File: src/rtl/core/rphd_pkg.sv
// ----------------------------------------------------------------------------
// rphd_pkg
// Shared types and constants for the radio packet header deframer.
// ----------------------------------------------------------------------------
`default_nettype none

package rphd_pkg;

    localparam int unsigned ADDR_W   = 10;
    localparam int unsigned BYTE_W   = 8;
    localparam int unsigned LEN_W    = 7;
    localparam int unsigned REM_W    = 6;
    localparam int unsigned CFG_IDX_W = 1;

    localparam logic [LEN_W-1:0]  LEN_CLAMP    = 7'd66;
    localparam logic [LEN_W-1:0]  HEADER_BYTES = 7'd3;
    localparam logic [BYTE_W-1:0] CTL_TARGET_HI     = 8'h0C;
    localparam logic [BYTE_W-1:0] CTL_SENDER_HI     = 8'h03;
    localparam logic [BYTE_W-1:0] CTL_ACK_RECEIVED  = 8'h80;
    localparam logic [BYTE_W-1:0] CTL_ACK_REQUESTED = 8'h40;

    localparam logic [ADDR_W-1:0] NODE_ADDRESS_RESET      = 10'd0;
    localparam logic [ADDR_W-1:0] BROADCAST_ADDRESS_RESET = 10'd255;

    typedef enum logic [CFG_IDX_W-1:0] {
        CFG_NODE_ADDRESS      = 1'b0,
        CFG_BROADCAST_ADDRESS = 1'b1
    } cfg_index_t;

    typedef enum logic [1:0] {
        KIND_HEADER  = 2'd0,
        KIND_PAYLOAD = 2'd1,
        KIND_REJECT  = 2'd2
    } kind_t;

    typedef struct packed {
        logic              frame_start;
        logic [BYTE_W-1:0] byte_value;
    } rx_item_t;

    typedef struct packed {
        logic     valid;
        rx_item_t item;
    } stage_t;

    typedef struct packed {
        kind_t             kind;
        logic [ADDR_W-1:0] target_id;
        logic [ADDR_W-1:0] sender_id;
        logic              is_ack;
        logic              ack_wanted;
        logic [REM_W-1:0]  payload_length;
        logic [BYTE_W-1:0] payload_byte;
        logic              last;
    } res_item_t;

    typedef struct packed {
        logic      valid;
        res_item_t item;
    } result_t;

endpackage

`default_nettype wire

File: src/rtl/core/rphd_if.sv
// ----------------------------------------------------------------------------
// rphd_if
// Stream channels of the deframer: received bytes in, parsed results out.
// ----------------------------------------------------------------------------
`default_nettype none

interface rphd_rx_if;
    logic       valid;
    logic       ready;
    logic       frame_start;
    logic [7:0] byte_value;

    modport source (output valid, output frame_start, output byte_value, input ready);
    modport sink   (input valid, input frame_start, input byte_value, output ready);
endinterface

interface rphd_res_if;
    logic       valid;
    logic       ready;
    logic [1:0] kind;
    logic [9:0] target_id;
    logic [9:0] sender_id;
    logic       is_ack;
    logic       ack_wanted;
    logic [5:0] payload_length;
    logic [7:0] payload_byte;
    logic       last;

    modport source (
        output valid, output kind, output target_id, output sender_id,
        output is_ack, output ack_wanted, output payload_length,
        output payload_byte, output last, input ready
    );
    modport sink (
        input valid, input kind, input target_id, input sender_id,
        input is_ack, input ack_wanted, input payload_length,
        input payload_byte, input last, output ready
    );
endinterface

`default_nettype wire

File: src/rtl/core/radio_packet_header_deframer.sv
// ----------------------------------------------------------------------------
// radio_packet_header_deframer
// Path: input register, combinational parser, then the result register.
// Throughput: one byte per cycle; stalled results hold a full input register.
// Reset: asynchronous; clears valids and parser state, restores config.
// Top level: parses length, address, control bytes; forwards payload bytes.
// ----------------------------------------------------------------------------
`default_nettype none

module radio_packet_header_deframer (
    input  wire logic                              clk,
    input  wire logic                              rst_n,
    rphd_rx_if.sink                                rx,
    rphd_res_if.source                             res,
    input  wire logic                              cfg_wr_en,
    input  wire logic [rphd_pkg::CFG_IDX_W-1:0]    cfg_index,
    input  wire logic [rphd_pkg::ADDR_W-1:0]       cfg_data
);
    import rphd_pkg::*;

    logic [ADDR_W-1:0] node_address_reg;
    logic [ADDR_W-1:0] broadcast_address_reg;

    rx_item_t  rx_item;
    stage_t    stage;
    result_t   result;
    res_item_t res_item;
    logic      load_ok;
    logic      advance;
    logic      fire;

    always_ff @(posedge clk or negedge rst_n)
    begin
        if (!rst_n)
        begin
            node_address_reg      <= NODE_ADDRESS_RESET;
            broadcast_address_reg <= BROADCAST_ADDRESS_RESET;
        end
        else if (cfg_wr_en)
        begin
            case (cfg_index_t'(cfg_index))
                CFG_NODE_ADDRESS:      node_address_reg      <= cfg_data;
                CFG_BROADCAST_ADDRESS: broadcast_address_reg <= cfg_data;
                default: ;
            endcase
        end
    end

    assign rx_item.frame_start = rx.frame_start;
    assign rx_item.byte_value  = rx.byte_value;

    assign fire     = stage.valid && load_ok;
    assign advance  = !stage.valid || load_ok;
    assign rx.ready = advance;

    rphd_in_reg u_in_reg (
        .clk      (clk),
        .rst_n    (rst_n),
        .advance  (advance),
        .rx_valid (rx.valid),
        .rx_item  (rx_item),
        .stage    (stage)
    );

    rphd_parser u_parser (
        .clk               (clk),
        .rst_n             (rst_n),
        .fire              (fire),
        .item              (stage.item),
        .node_address      (node_address_reg),
        .broadcast_address (broadcast_address_reg),
        .result            (result)
    );

    rphd_out_reg u_out_reg (
        .clk       (clk),
        .rst_n     (rst_n),
        .fire      (fire),
        .result    (result),
        .res_ready (res.ready),
        .res_valid (res.valid),
        .res_item  (res_item),
        .load_ok   (load_ok)
    );

    assign res.kind           = res_item.kind;
    assign res.target_id      = res_item.target_id;
    assign res.sender_id      = res_item.sender_id;
    assign res.is_ack         = res_item.is_ack;
    assign res.ack_wanted     = res_item.ack_wanted;
    assign res.payload_length = res_item.payload_length;
    assign res.payload_byte   = res_item.payload_byte;
    assign res.last           = res_item.last;

endmodule

`default_nettype wire

File: src/rtl/core/rphd_in_reg.sv
// ----------------------------------------------------------------------------
// rphd_in_reg
// Input register: captures one received byte per transfer.
// ----------------------------------------------------------------------------
`default_nettype none

module rphd_in_reg (
    input  wire logic             clk,
    input  wire logic             rst_n,
    input  wire logic             advance,
    input  wire logic             rx_valid,
    input  wire rphd_pkg::rx_item_t rx_item,
    output rphd_pkg::stage_t      stage
);
    import rphd_pkg::*;

    logic     valid_reg;
    rx_item_t item_reg;

    always_ff @(posedge clk or negedge rst_n)
    begin
        if (!rst_n)
        begin
            valid_reg <= 1'b0;
        end
        else if (advance)
        begin
            valid_reg <= rx_valid;
        end
    end

    always_ff @(posedge clk)
    begin
        if (advance && rx_valid)
        begin
            item_reg <= rx_item;
        end
    end

    assign stage.valid = valid_reg;
    assign stage.item  = item_reg;

endmodule

`default_nettype wire

File: src/rtl/core/rphd_parser.sv
// ----------------------------------------------------------------------------
// rphd_parser
// Header parser: tracks byte position and forms one result per control or payload byte.
// ----------------------------------------------------------------------------
`default_nettype none

module rphd_parser (
    input  wire logic                           clk,
    input  wire logic                           rst_n,
    input  wire logic                           fire,
    input  wire rphd_pkg::rx_item_t             item,
    input  wire logic [rphd_pkg::ADDR_W-1:0]    node_address,
    input  wire logic [rphd_pkg::ADDR_W-1:0]    broadcast_address,
    output rphd_pkg::result_t                   result
);
    import rphd_pkg::*;

    typedef enum logic [2:0] {
        POS_IDLE    = 3'd0,
        POS_TARGET  = 3'd1,
        POS_SENDER  = 3'd2,
        POS_CONTROL = 3'd3,
        POS_PAYLOAD = 3'd4
    } pos_t;

    pos_t              pos_reg, pos_next;
    logic [LEN_W-1:0]  len_reg, len_next;
    logic [BYTE_W-1:0] tgt_lo_reg, tgt_lo_next;
    logic [BYTE_W-1:0] snd_lo_reg, snd_lo_next;
    logic [REM_W-1:0]  rem_reg, rem_next;

    logic [BYTE_W-1:0] b;
    logic [ADDR_W-1:0] tgt;
    logic [ADDR_W-1:0] snd;
    logic [LEN_W-1:0]  len_payload;
    logic [REM_W-1:0]  rem_dec;
    logic              reject;

    assign b           = item.byte_value;
    assign tgt         = {|(b & CTL_TARGET_HI) ? b[3:2] : 2'b00, tgt_lo_reg};
    assign snd         = {b[1:0] & CTL_SENDER_HI[1:0], snd_lo_reg};
    assign len_payload = len_reg - HEADER_BYTES;
    assign reject      = (len_reg < HEADER_BYTES) ||
                         ((tgt != node_address) && (tgt != broadcast_address));
    assign rem_dec     = (rem_reg != '0) ? rem_reg - 1'b1 : rem_reg;

    always_comb
    begin
        pos_next    = pos_reg;
        len_next    = len_reg;
        tgt_lo_next = tgt_lo_reg;
        snd_lo_next = snd_lo_reg;
        rem_next    = rem_reg;
        result      = '0;
        result.item.kind = KIND_HEADER;

        if (item.frame_start)
        begin
            len_next = (b > BYTE_W'(LEN_CLAMP)) ? LEN_CLAMP : b[LEN_W-1:0];
            pos_next = POS_TARGET;
            rem_next = '0;
        end
        else
        begin
            case (pos_reg)
                POS_TARGET:
                begin
                    tgt_lo_next = b;
                    pos_next    = POS_SENDER;
                end
                POS_SENDER:
                begin
                    snd_lo_next = b;
                    pos_next    = POS_CONTROL;
                end
                POS_CONTROL:
                begin
                    result.valid          = 1'b1;
                    result.item.target_id = tgt;
                    result.item.sender_id = snd;
                    result.item.last      = 1'b1;
                    if (reject)
                    begin
                        result.item.kind = KIND_REJECT;
                        pos_next         = POS_IDLE;
                    end
                    else
                    begin
                        rem_next                   = len_payload[REM_W-1:0];
                        result.item.kind           = KIND_HEADER;
                        result.item.is_ack         = |(b & CTL_ACK_RECEIVED);
                        result.item.ack_wanted     = |(b & CTL_ACK_REQUESTED);
                        result.item.payload_length = len_payload[REM_W-1:0];
                        result.item.last           = (len_payload[REM_W-1:0] == '0);
                        pos_next = (len_payload[REM_W-1:0] == '0) ? POS_IDLE : POS_PAYLOAD;
                    end
                end
                POS_PAYLOAD:
                begin
                    result.valid             = 1'b1;
                    result.item.kind         = KIND_PAYLOAD;
                    result.item.payload_byte = b;
                    rem_next                 = rem_dec;
                    result.item.last         = (rem_dec == '0);
                    if (rem_dec == '0)
                    begin
                        pos_next = POS_IDLE;
                    end
                end
                default:
                begin
                    pos_next = POS_IDLE;
                end
            endcase
        end
    end

    always_ff @(posedge clk or negedge rst_n)
    begin
        if (!rst_n)
        begin
            pos_reg    <= POS_IDLE;
            len_reg    <= '0;
            tgt_lo_reg <= '0;
            snd_lo_reg <= '0;
            rem_reg    <= '0;
        end
        else if (fire)
        begin
            pos_reg    <= pos_next;
            len_reg    <= len_next;
            tgt_lo_reg <= tgt_lo_next;
            snd_lo_reg <= snd_lo_next;
            rem_reg    <= rem_next;
        end
    end

endmodule

`default_nettype wire

File: src/rtl/core/rphd_out_reg.sv
// ----------------------------------------------------------------------------
// rphd_out_reg
// Result register: holds one parsed result until its transfer completes.
// ----------------------------------------------------------------------------
`default_nettype none

module rphd_out_reg (
    input  wire logic                clk,
    input  wire logic                rst_n,
    input  wire logic                fire,
    input  wire rphd_pkg::result_t   result,
    input  wire logic                res_ready,
    output logic                     res_valid,
    output rphd_pkg::res_item_t      res_item,
    output logic                     load_ok
);
    import rphd_pkg::*;

    logic      valid_reg;
    res_item_t item_reg;

    assign load_ok = !valid_reg || res_ready;

    always_ff @(posedge clk or negedge rst_n)
    begin
        if (!rst_n)
        begin
            valid_reg <= 1'b0;
        end
        else if (load_ok)
        begin
            valid_reg <= fire && result.valid;
        end
    end

    always_ff @(posedge clk)
    begin
        if (fire && result.valid)
        begin
            item_reg <= result.item;
        end
    end

    assign res_valid = valid_reg;
    assign res_item  = item_reg;

endmodule

`default_nettype wire
File: src/flat_wrapper.sv
// flat-port wrapper written by rule: the top's interface ports become plain ports
module radio_packet_header_deframer_flat import rphd_pkg::*;
  (clk, rst_n, cfg_wr_en, cfg_index, cfg_data, rx_valid, rx_frame_start, rx_byte_value, rx_ready, res_valid, res_kind, res_target_id, res_sender_id, res_is_ack, res_ack_wanted, res_payload_length, res_payload_byte, res_last, res_ready);
  rphd_rx_if rx_i ();
  rphd_res_if res_i ();
  input  wire logic clk;
  input  wire logic rst_n;
  input  wire logic cfg_wr_en;
  input  wire logic [rphd_pkg::CFG_IDX_W-1:0] cfg_index;
  input  wire logic [rphd_pkg::ADDR_W-1:0] cfg_data;
  input wire logic [$bits(rx_i.valid)-1:0] rx_valid;
  input wire logic [$bits(rx_i.frame_start)-1:0] rx_frame_start;
  input wire logic [$bits(rx_i.byte_value)-1:0] rx_byte_value;
  output wire logic [$bits(rx_i.ready)-1:0] rx_ready;
  output wire logic [$bits(res_i.valid)-1:0] res_valid;
  output wire logic [$bits(res_i.kind)-1:0] res_kind;
  output wire logic [$bits(res_i.target_id)-1:0] res_target_id;
  output wire logic [$bits(res_i.sender_id)-1:0] res_sender_id;
  output wire logic [$bits(res_i.is_ack)-1:0] res_is_ack;
  output wire logic [$bits(res_i.ack_wanted)-1:0] res_ack_wanted;
  output wire logic [$bits(res_i.payload_length)-1:0] res_payload_length;
  output wire logic [$bits(res_i.payload_byte)-1:0] res_payload_byte;
  output wire logic [$bits(res_i.last)-1:0] res_last;
  input wire logic [$bits(res_i.ready)-1:0] res_ready;
  assign rx_i.valid = rx_valid;
  assign rx_i.frame_start = rx_frame_start;
  assign rx_i.byte_value = rx_byte_value;
  assign rx_ready = rx_i.ready;
  assign res_valid = res_i.valid;
  assign res_kind = res_i.kind;
  assign res_target_id = res_i.target_id;
  assign res_sender_id = res_i.sender_id;
  assign res_is_ack = res_i.is_ack;
  assign res_ack_wanted = res_i.ack_wanted;
  assign res_payload_length = res_i.payload_length;
  assign res_payload_byte = res_i.payload_byte;
  assign res_last = res_i.last;
  assign res_i.ready = res_ready;
  radio_packet_header_deframer u_core (.clk(clk), .rst_n(rst_n), .rx(rx_i), .res(res_i), .cfg_wr_en(cfg_wr_en), .cfg_index(cfg_index), .cfg_data(cfg_data));
endmodule
File: config.mk
export PLATFORM = sky130hd
export DESIGN_NAME = radio_packet_header_deframer_flat
export DESIGN_NICKNAME = d
export VERILOG_FILES = /design/src/rtl/core/rphd_pkg.sv /design/src/rtl/core/rphd_if.sv /design/src/rtl/core/radio_packet_header_deframer.sv /design/src/rtl/core/rphd_in_reg.sv /design/src/rtl/core/rphd_parser.sv /design/src/rtl/core/rphd_out_reg.sv /design/src/flat_wrapper.sv
export SDC_FILE = /design/constraint.sdc
export NUM_CORES = 1
export LEC_CHECK = 0
export BUFFER_PORTS_ARGS = -buffer_cell sky130_fd_sc_hd__buf_2
export CORE_ASPECT_RATIO = 0.5
export CORE_UTILIZATION = 30
export DETAILED_ROUTE_END_ITERATION = 8
export GPL_TIMING_DRIVEN = 0
export PLACE_DENSITY_LB_ADDON = 0.15
export RECOVER_POWER = 100
export SKIP_CTS_REPAIR_TIMING = 1
export SYNTH_ARGS = -nofsm -noshare
export SYNTH_HDL_FRONTEND = slang
export SYNTH_SLANG_ARGS = --single-unit
File: constraint.sdc
create_clock -name clk -period 6.31 [get_ports clk]
set_input_delay 1.262 -clock clk [delete_from_list [all_inputs] [get_ports clk]]
set_output_delay 1.262 -clock clk [all_outputs]
set_load 0.03 [all_outputs]
# Word-level counts from Yosys, hierarchy flattened
# Cells that the tools add are included.
# word_totals
reg_bits	102
# op_classes
addsub	2
n_lt_le_gt_ge	2
eq_ne	8
muxes	19
bitwise	4
n_reduce_logical	24
# ops
op	n
$mux 40	1
$mux 28	1
$ne 10x10->1	2
$mux 6	3
$mux 8	2
$logic_not 6->1	2
$mux 3	4
$pmux 3 s4	1
$pmux 6 s2	1
$reduce_and 3->1	3
$gt 8x7->1 const B	1
$reduce_and 2->1	4
$lt 7x2->1 const B	1
$mux 7	1
$eq 3x2->1 const B	2
$ne 3x2->1 const B	2
$pmux 3 s2	1
$reduce_bool 6->1	1
$reduce_or 2->1	3
$sub 6x1->6 const B	1
$sub 6x2->6 const B	1
$logic_and 1x1->1	4
$mux 2	2
$not 1->1	4
other kinds (8)	11

# Depth between registers and ports, before layout
# logic_depth
word_depth	9
ltp_mapped	8
ltp_nobuf	8

# Cells and area by module
# From an unflattened synthesis, not the netlist that was laid out.
# hier_totals
cells_unflattened	352
hier_area_um2	4673.2
# by_module_without_submodules
module	instances	cells_each	area_per_inst_um2	seq_area_each_um2
rphd_parser	1	250	2314.7	800.8
rphd_out_reg	1	44	1223.7	1196.1
radio_packet_header_deframer	1	45	809.5	510.5
rphd_in_reg	1	13	325.3	295.3

# Least setup slack after synthesis
# No wires, ideal clock.
# synth_path
path_type	in2reg
from	input res_ready
to	register u_core.u_out_reg.item_reg, in the netlist u_core.u_out_reg.res_item[0] (enable)
setup_ps	484
t_arrival_ps	4152
required_time_ps	5826
setup_slack_ps	1674
stages	3
cell_sequence	nand2b_1 nand2_1 nor3_1
# synth_via
elab_chain_len	3
# synth_rtl
element	line	rtl
start, declared	flat_wrapper.sv:24	input wire logic [$bits(res_i.ready)-1:0] res_ready;
$logic_or 1x1->1	rphd_out_reg.sv:22	assign load_ok = !valid_reg || res_ready;
$logic_and 1x1->1	radio_packet_header_deframer.sv:52	assign fire = stage.valid && load_ok;
$logic_and 1x1->1	rphd_out_reg.sv:38	if (fire && result.valid)
end signal, assigned	rphd_out_reg.sv:40	item_reg <= result.item;
end, declared	rphd_out_reg.sv:20	res_item_t item_reg;
# Every way passes these cells.
# A chain may end at the register's enable or synchronous reset.

# Worst setup path in the final report
# layout_path
from	register u_core.u_parser.pos_reg[1]
to	register u_core.u_out_reg.item_reg, in the netlist u_core.u_out_reg.res_item[15] (enable)
# layout_via
elab_chain_len	4
elab_cells_between_ends	5
cone_classes	eq/ne (2); mux (2); reduce/logical (1)
# layout_rtl
element	line	rtl
start, declared	rphd_parser.sv:26	pos_t pos_reg, pos_next;
start signal, assigned	rphd_parser.sv:130	pos_reg <= pos_next;
$eq 3x3->1 or $eq 3x2->1 (tied branches)	rphd_parser.sv:65	case (pos_reg)
$pmux 3 s2 *	rphd_parser.sv:65	
$mux 40 *	rphd_parser.sv:57	if (item.frame_start)
$logic_and 1x1->1 *	rphd_out_reg.sv:38	
# Every way passes the cells marked *; elsewhere a longest branch is shown, timed or not.

==> summary.txt <==
================================================================================
Post-detailed-routing wire length                                       10.00 mm
Maximum number of pins on one net before global-route repair                  55
Commonest cells after routing, fill and taps aside                  clkbuf_1 (56), edfxtp_1 (48), dfrtp_1 (46), mux2_2 (32), and3_1 (27)
Commonest non-fill, non-tap cell in the layout                          clkbuf_1
Delay of the slowest cell on the worst path                              0.92 ns
P per Cell Area                                                     349.0 nW/µm²
Cell at the root of the clock tree                                     clkbuf_16
Antenna fix cells                                                              0
Worst hold-check slack                                                 0.4740 ns
H-tree depth                                                                   3
Sequential area share after synthesis                                     0.6347
Area growth from synthesis to final layout                                18.59%
Routability Congestion                                                    0.8122
Worst hold-check path type                                               reg2reg
Nets@finish                                                                  448
Average via count per standard cell                                        4.652
Violated checks                                                     max-capacitance violations, max-slew violations
Site row count                                                                30
Highest-delay cell along the critical path                                nor3_1
Later-pin clock latency in the skew report                               0.34 ns
Global router's overall resource usage                                    0.1381
Initial core utilization                                                  0.3162
Class of the most critical setup path                                    reg2reg
Pins Over Slew Limit                                                          55
Syn Area/Cell                                                          12.95 µm²
Non-filler cells in the finished layout                                      617
TritonCTS clock tree                                                         yes
Shortest period the worst path allows                                   3.871 ns
Maximum count of clock buffers along a single path                             2
Area of all sequential standard cells                                   2803 µm²
Flip-flop count of the largest register after layout                          39
Fraction of final layout cells with drive strength greater than 1         0.1976
First DRT Iteration DRCs                                                     176
Antenna-violating nets left                                                    0
Number of flops mapped to enable cells by yosys                               48
Async set-or-reset flop fraction in the synthesized netlist               0.5294
Post-layout power                                                        1827 µW
Cell family contributing the most delay on the critical path        simple AND/OR/NAND/NOR gates
Post-synthesis cell area                                                4415 µm²
CTS sink cnt                                                                 102
Clk slew on worst S/H paths                                              0.07 ns
Syn_nets                                                                     369
Number of DRC violations after detailed routing                                0
Tightest Pin Transition                                                 3.011 ns
Yosys warns                                                                    0
Hold Violations, Final                                                         0
Data arrival time of the critical path                                   3.93 ns
Number of setup violations in the final report                                 0
Setup crit end kind                                                    flip-flop
Synth Instances                                                              341
Startpoint type of the worst setup path                                flip-flop
Number of CTS-inserted buffers                                                 9
Synth top area share                                                      0.3264
Top fanout value on the critical path                                         13
Area used by multi-input combinational logic                            1491 µm²
Number of global-route vias before repair                                   2750
Number of buffers and inverters on the critical path                           3
Count of pins on the block boundary                                           66
Area of the die                                                        15240 µm²
Setup Total Neg Slack                                                       0 ns
Maximum clock frequency                                                258.3 MHz
Wire length of the first global-routing pass                            15.44 mm
Die outline width                                                       173.6 µm
Cell type with the highest aggregate area in the netlist                edfxtp_1
Cell total after placement                                                   601
Setup repair after global routing missed its margin                           no
Post-detailed-route wirelength per cell                                 16.21 µm
Outcome                                                             finished, violations left
Top area cells in the synthesized netlist                           edfxtp_1 (33%), dfrtp_1 (26%), mux2_2 (8.2%)
Iteration count of the initial detailed-routing pass                           4
Initial antenna violation count                                                0
# fillers                                                                   1411
Number of unique standard cell types used by synthesis                        40
Static power due to leakage                                          0.002157 µW
Worst path most repeated cell                                           clkbuf_1
Clock skew                                                           0.006028 ns
Flip-flop cell with the highest count after synthesis                   edfxtp_1
Flip-flop and latch count after synthesis                                    102
Detailed placer's ending HPWL                                           7.120 mm
Sum of overflow across all layers after global routing                         0
Core box area                                                          13960 µm²
Via count of the routed design                                              2870
Max rail drop VDD                                                      0.1377 mV
Worst-path cell chain                                               nor3b_1, a21oi_1, nor3_1, clkbuf_1, clkbuf_1, buf_8
Number of port buffers                                                        65
Die height                                                              87.79 µm
Worst slew margin relative to its limit                                   -1.008
Share of the clock period used by the worst path after layout             0.6134
Required arrival time at the worst endpoint                              6.37 ns
Maximum Capacitance Violations                                                 1
================================================================================
==> final timing paths <==
kind / startpoint / end / slack, ns / cells after the start
worst min register to register: u_core.u_parser.snd_lo_reg[6]$_DFFE_PN0P_ / u_core.u_parser.snd_lo_reg[6]$_DFFE_PN0P_ / 0.47 / 2
max in group asynchronous: rst_n / u_core.u_parser.snd_lo_reg[1]$_DFFE_PN0P_ / 2.71 / 1
worst max register to register: u_core.u_parser.pos_reg[1]$_DFFE_PN0P_ / u_core.u_out_reg.res_item[15]$_SDFFCE_PP0P_ / 2.44 / 6
min in group asynchronous: rst_n / u_core.node_address_reg[1]$_DFFE_PN0P_ / 1.89 / 1
worst max-delay path: u_core.u_parser.pos_reg[1]$_DFFE_PN0P_ / u_core.u_out_reg.res_item[15]$_SDFFCE_PP0P_ / 2.44 / 6
worst min-delay path: u_core.u_parser.snd_lo_reg[6]$_DFFE_PN0P_ / u_core.u_parser.snd_lo_reg[6]$_DFFE_PN0P_ / 0.47 / 2
==> stage by stage <==
stage,worst slack [ns],utilization,cell area [µm²]
6_report,2.439,0.3750,5236
4_1_cts,3.311,0.3824,5340
2_1_floorplan,1.674,-,4415
3_5_place_dp,3.222,0.3600,5027
5_1_grt,2.000,0.3750,5236
3_3_place_gp,0.1329,0.3567,4981
==> Yosys cell counts (all sizes together) (5+ instances only) <==
cell,instances
nor3,9
inv,9
and2,5
nor2b,5
clkbuf,10
a21oi,7
nor4,6
nand2b,5
and3,27
nand2,25
nor2,23
a22o,6
dfrtp,46
xor2,22
mux2,32
o21ai,11
edfxtp,48
dfstp,8
o22ai,6
==> layer usage <==
metal | global-route usage | routed length [µm] | vias to the layer above
met5 | 0 | 0 | -
met4 | 0.05183 | 127 | 0
met3 | 0.03993 | 432 | 10
met2 | 0.2034 | 4228 | 73
met1 | 0.1934 | 5214 | 1397
li1 | - | - | 1390
==> area by class of cell <==
cell class / count / share of cell area
clock buffer: 9 / 0.04301
multi-input combinational: 216 / 0.2848
tap: 192 / 0.04588
buffer: 14 / 0.01147
inverter: 9 / 0.006452
sequential: 102 / 0.5352
clock inverter: 7 / 0.01673
timing repair buffer: 68 / 0.05639
==> cells by family (layout without fill, tap and decap cells) <==
| family | after synthesis | count (layout) | share of synthesized area |
|---|---|---|---|
| xor+xnor | 25 | 25 | 0.04959 |
| fa+ha+maj | 3 | 3 | 0.008502 |
| buf+inv | 23 | 107 | 0.02465 |
| compound gates | 39 | 39 | 0.05724 |
| mux | 33 | 33 | 0.08388 |
| flops | 102 | 102 | 0.6347 |
| simple gates | 116 | 116 | 0.1414 |
==> tightest hold or removal path, delay by kind of cell (launching register included) <==
kind               cells  cell delay, ns
and+or+nand+nor        1            0.04
AOI/OAI and AO/OA      1            0.06
DFF                    1            0.34
==> where the power goes <==
part / leakage (µW) / internal (µW) / switching [µW]
Clock: 0.000157 / 346 / 244
Combinational: 0.000897 / 154 / 178
Sequential: 0.00110 / 808 / 98.4
Total: 0.00216 / 1310 / 520
(Power assumes the default switching activity.)
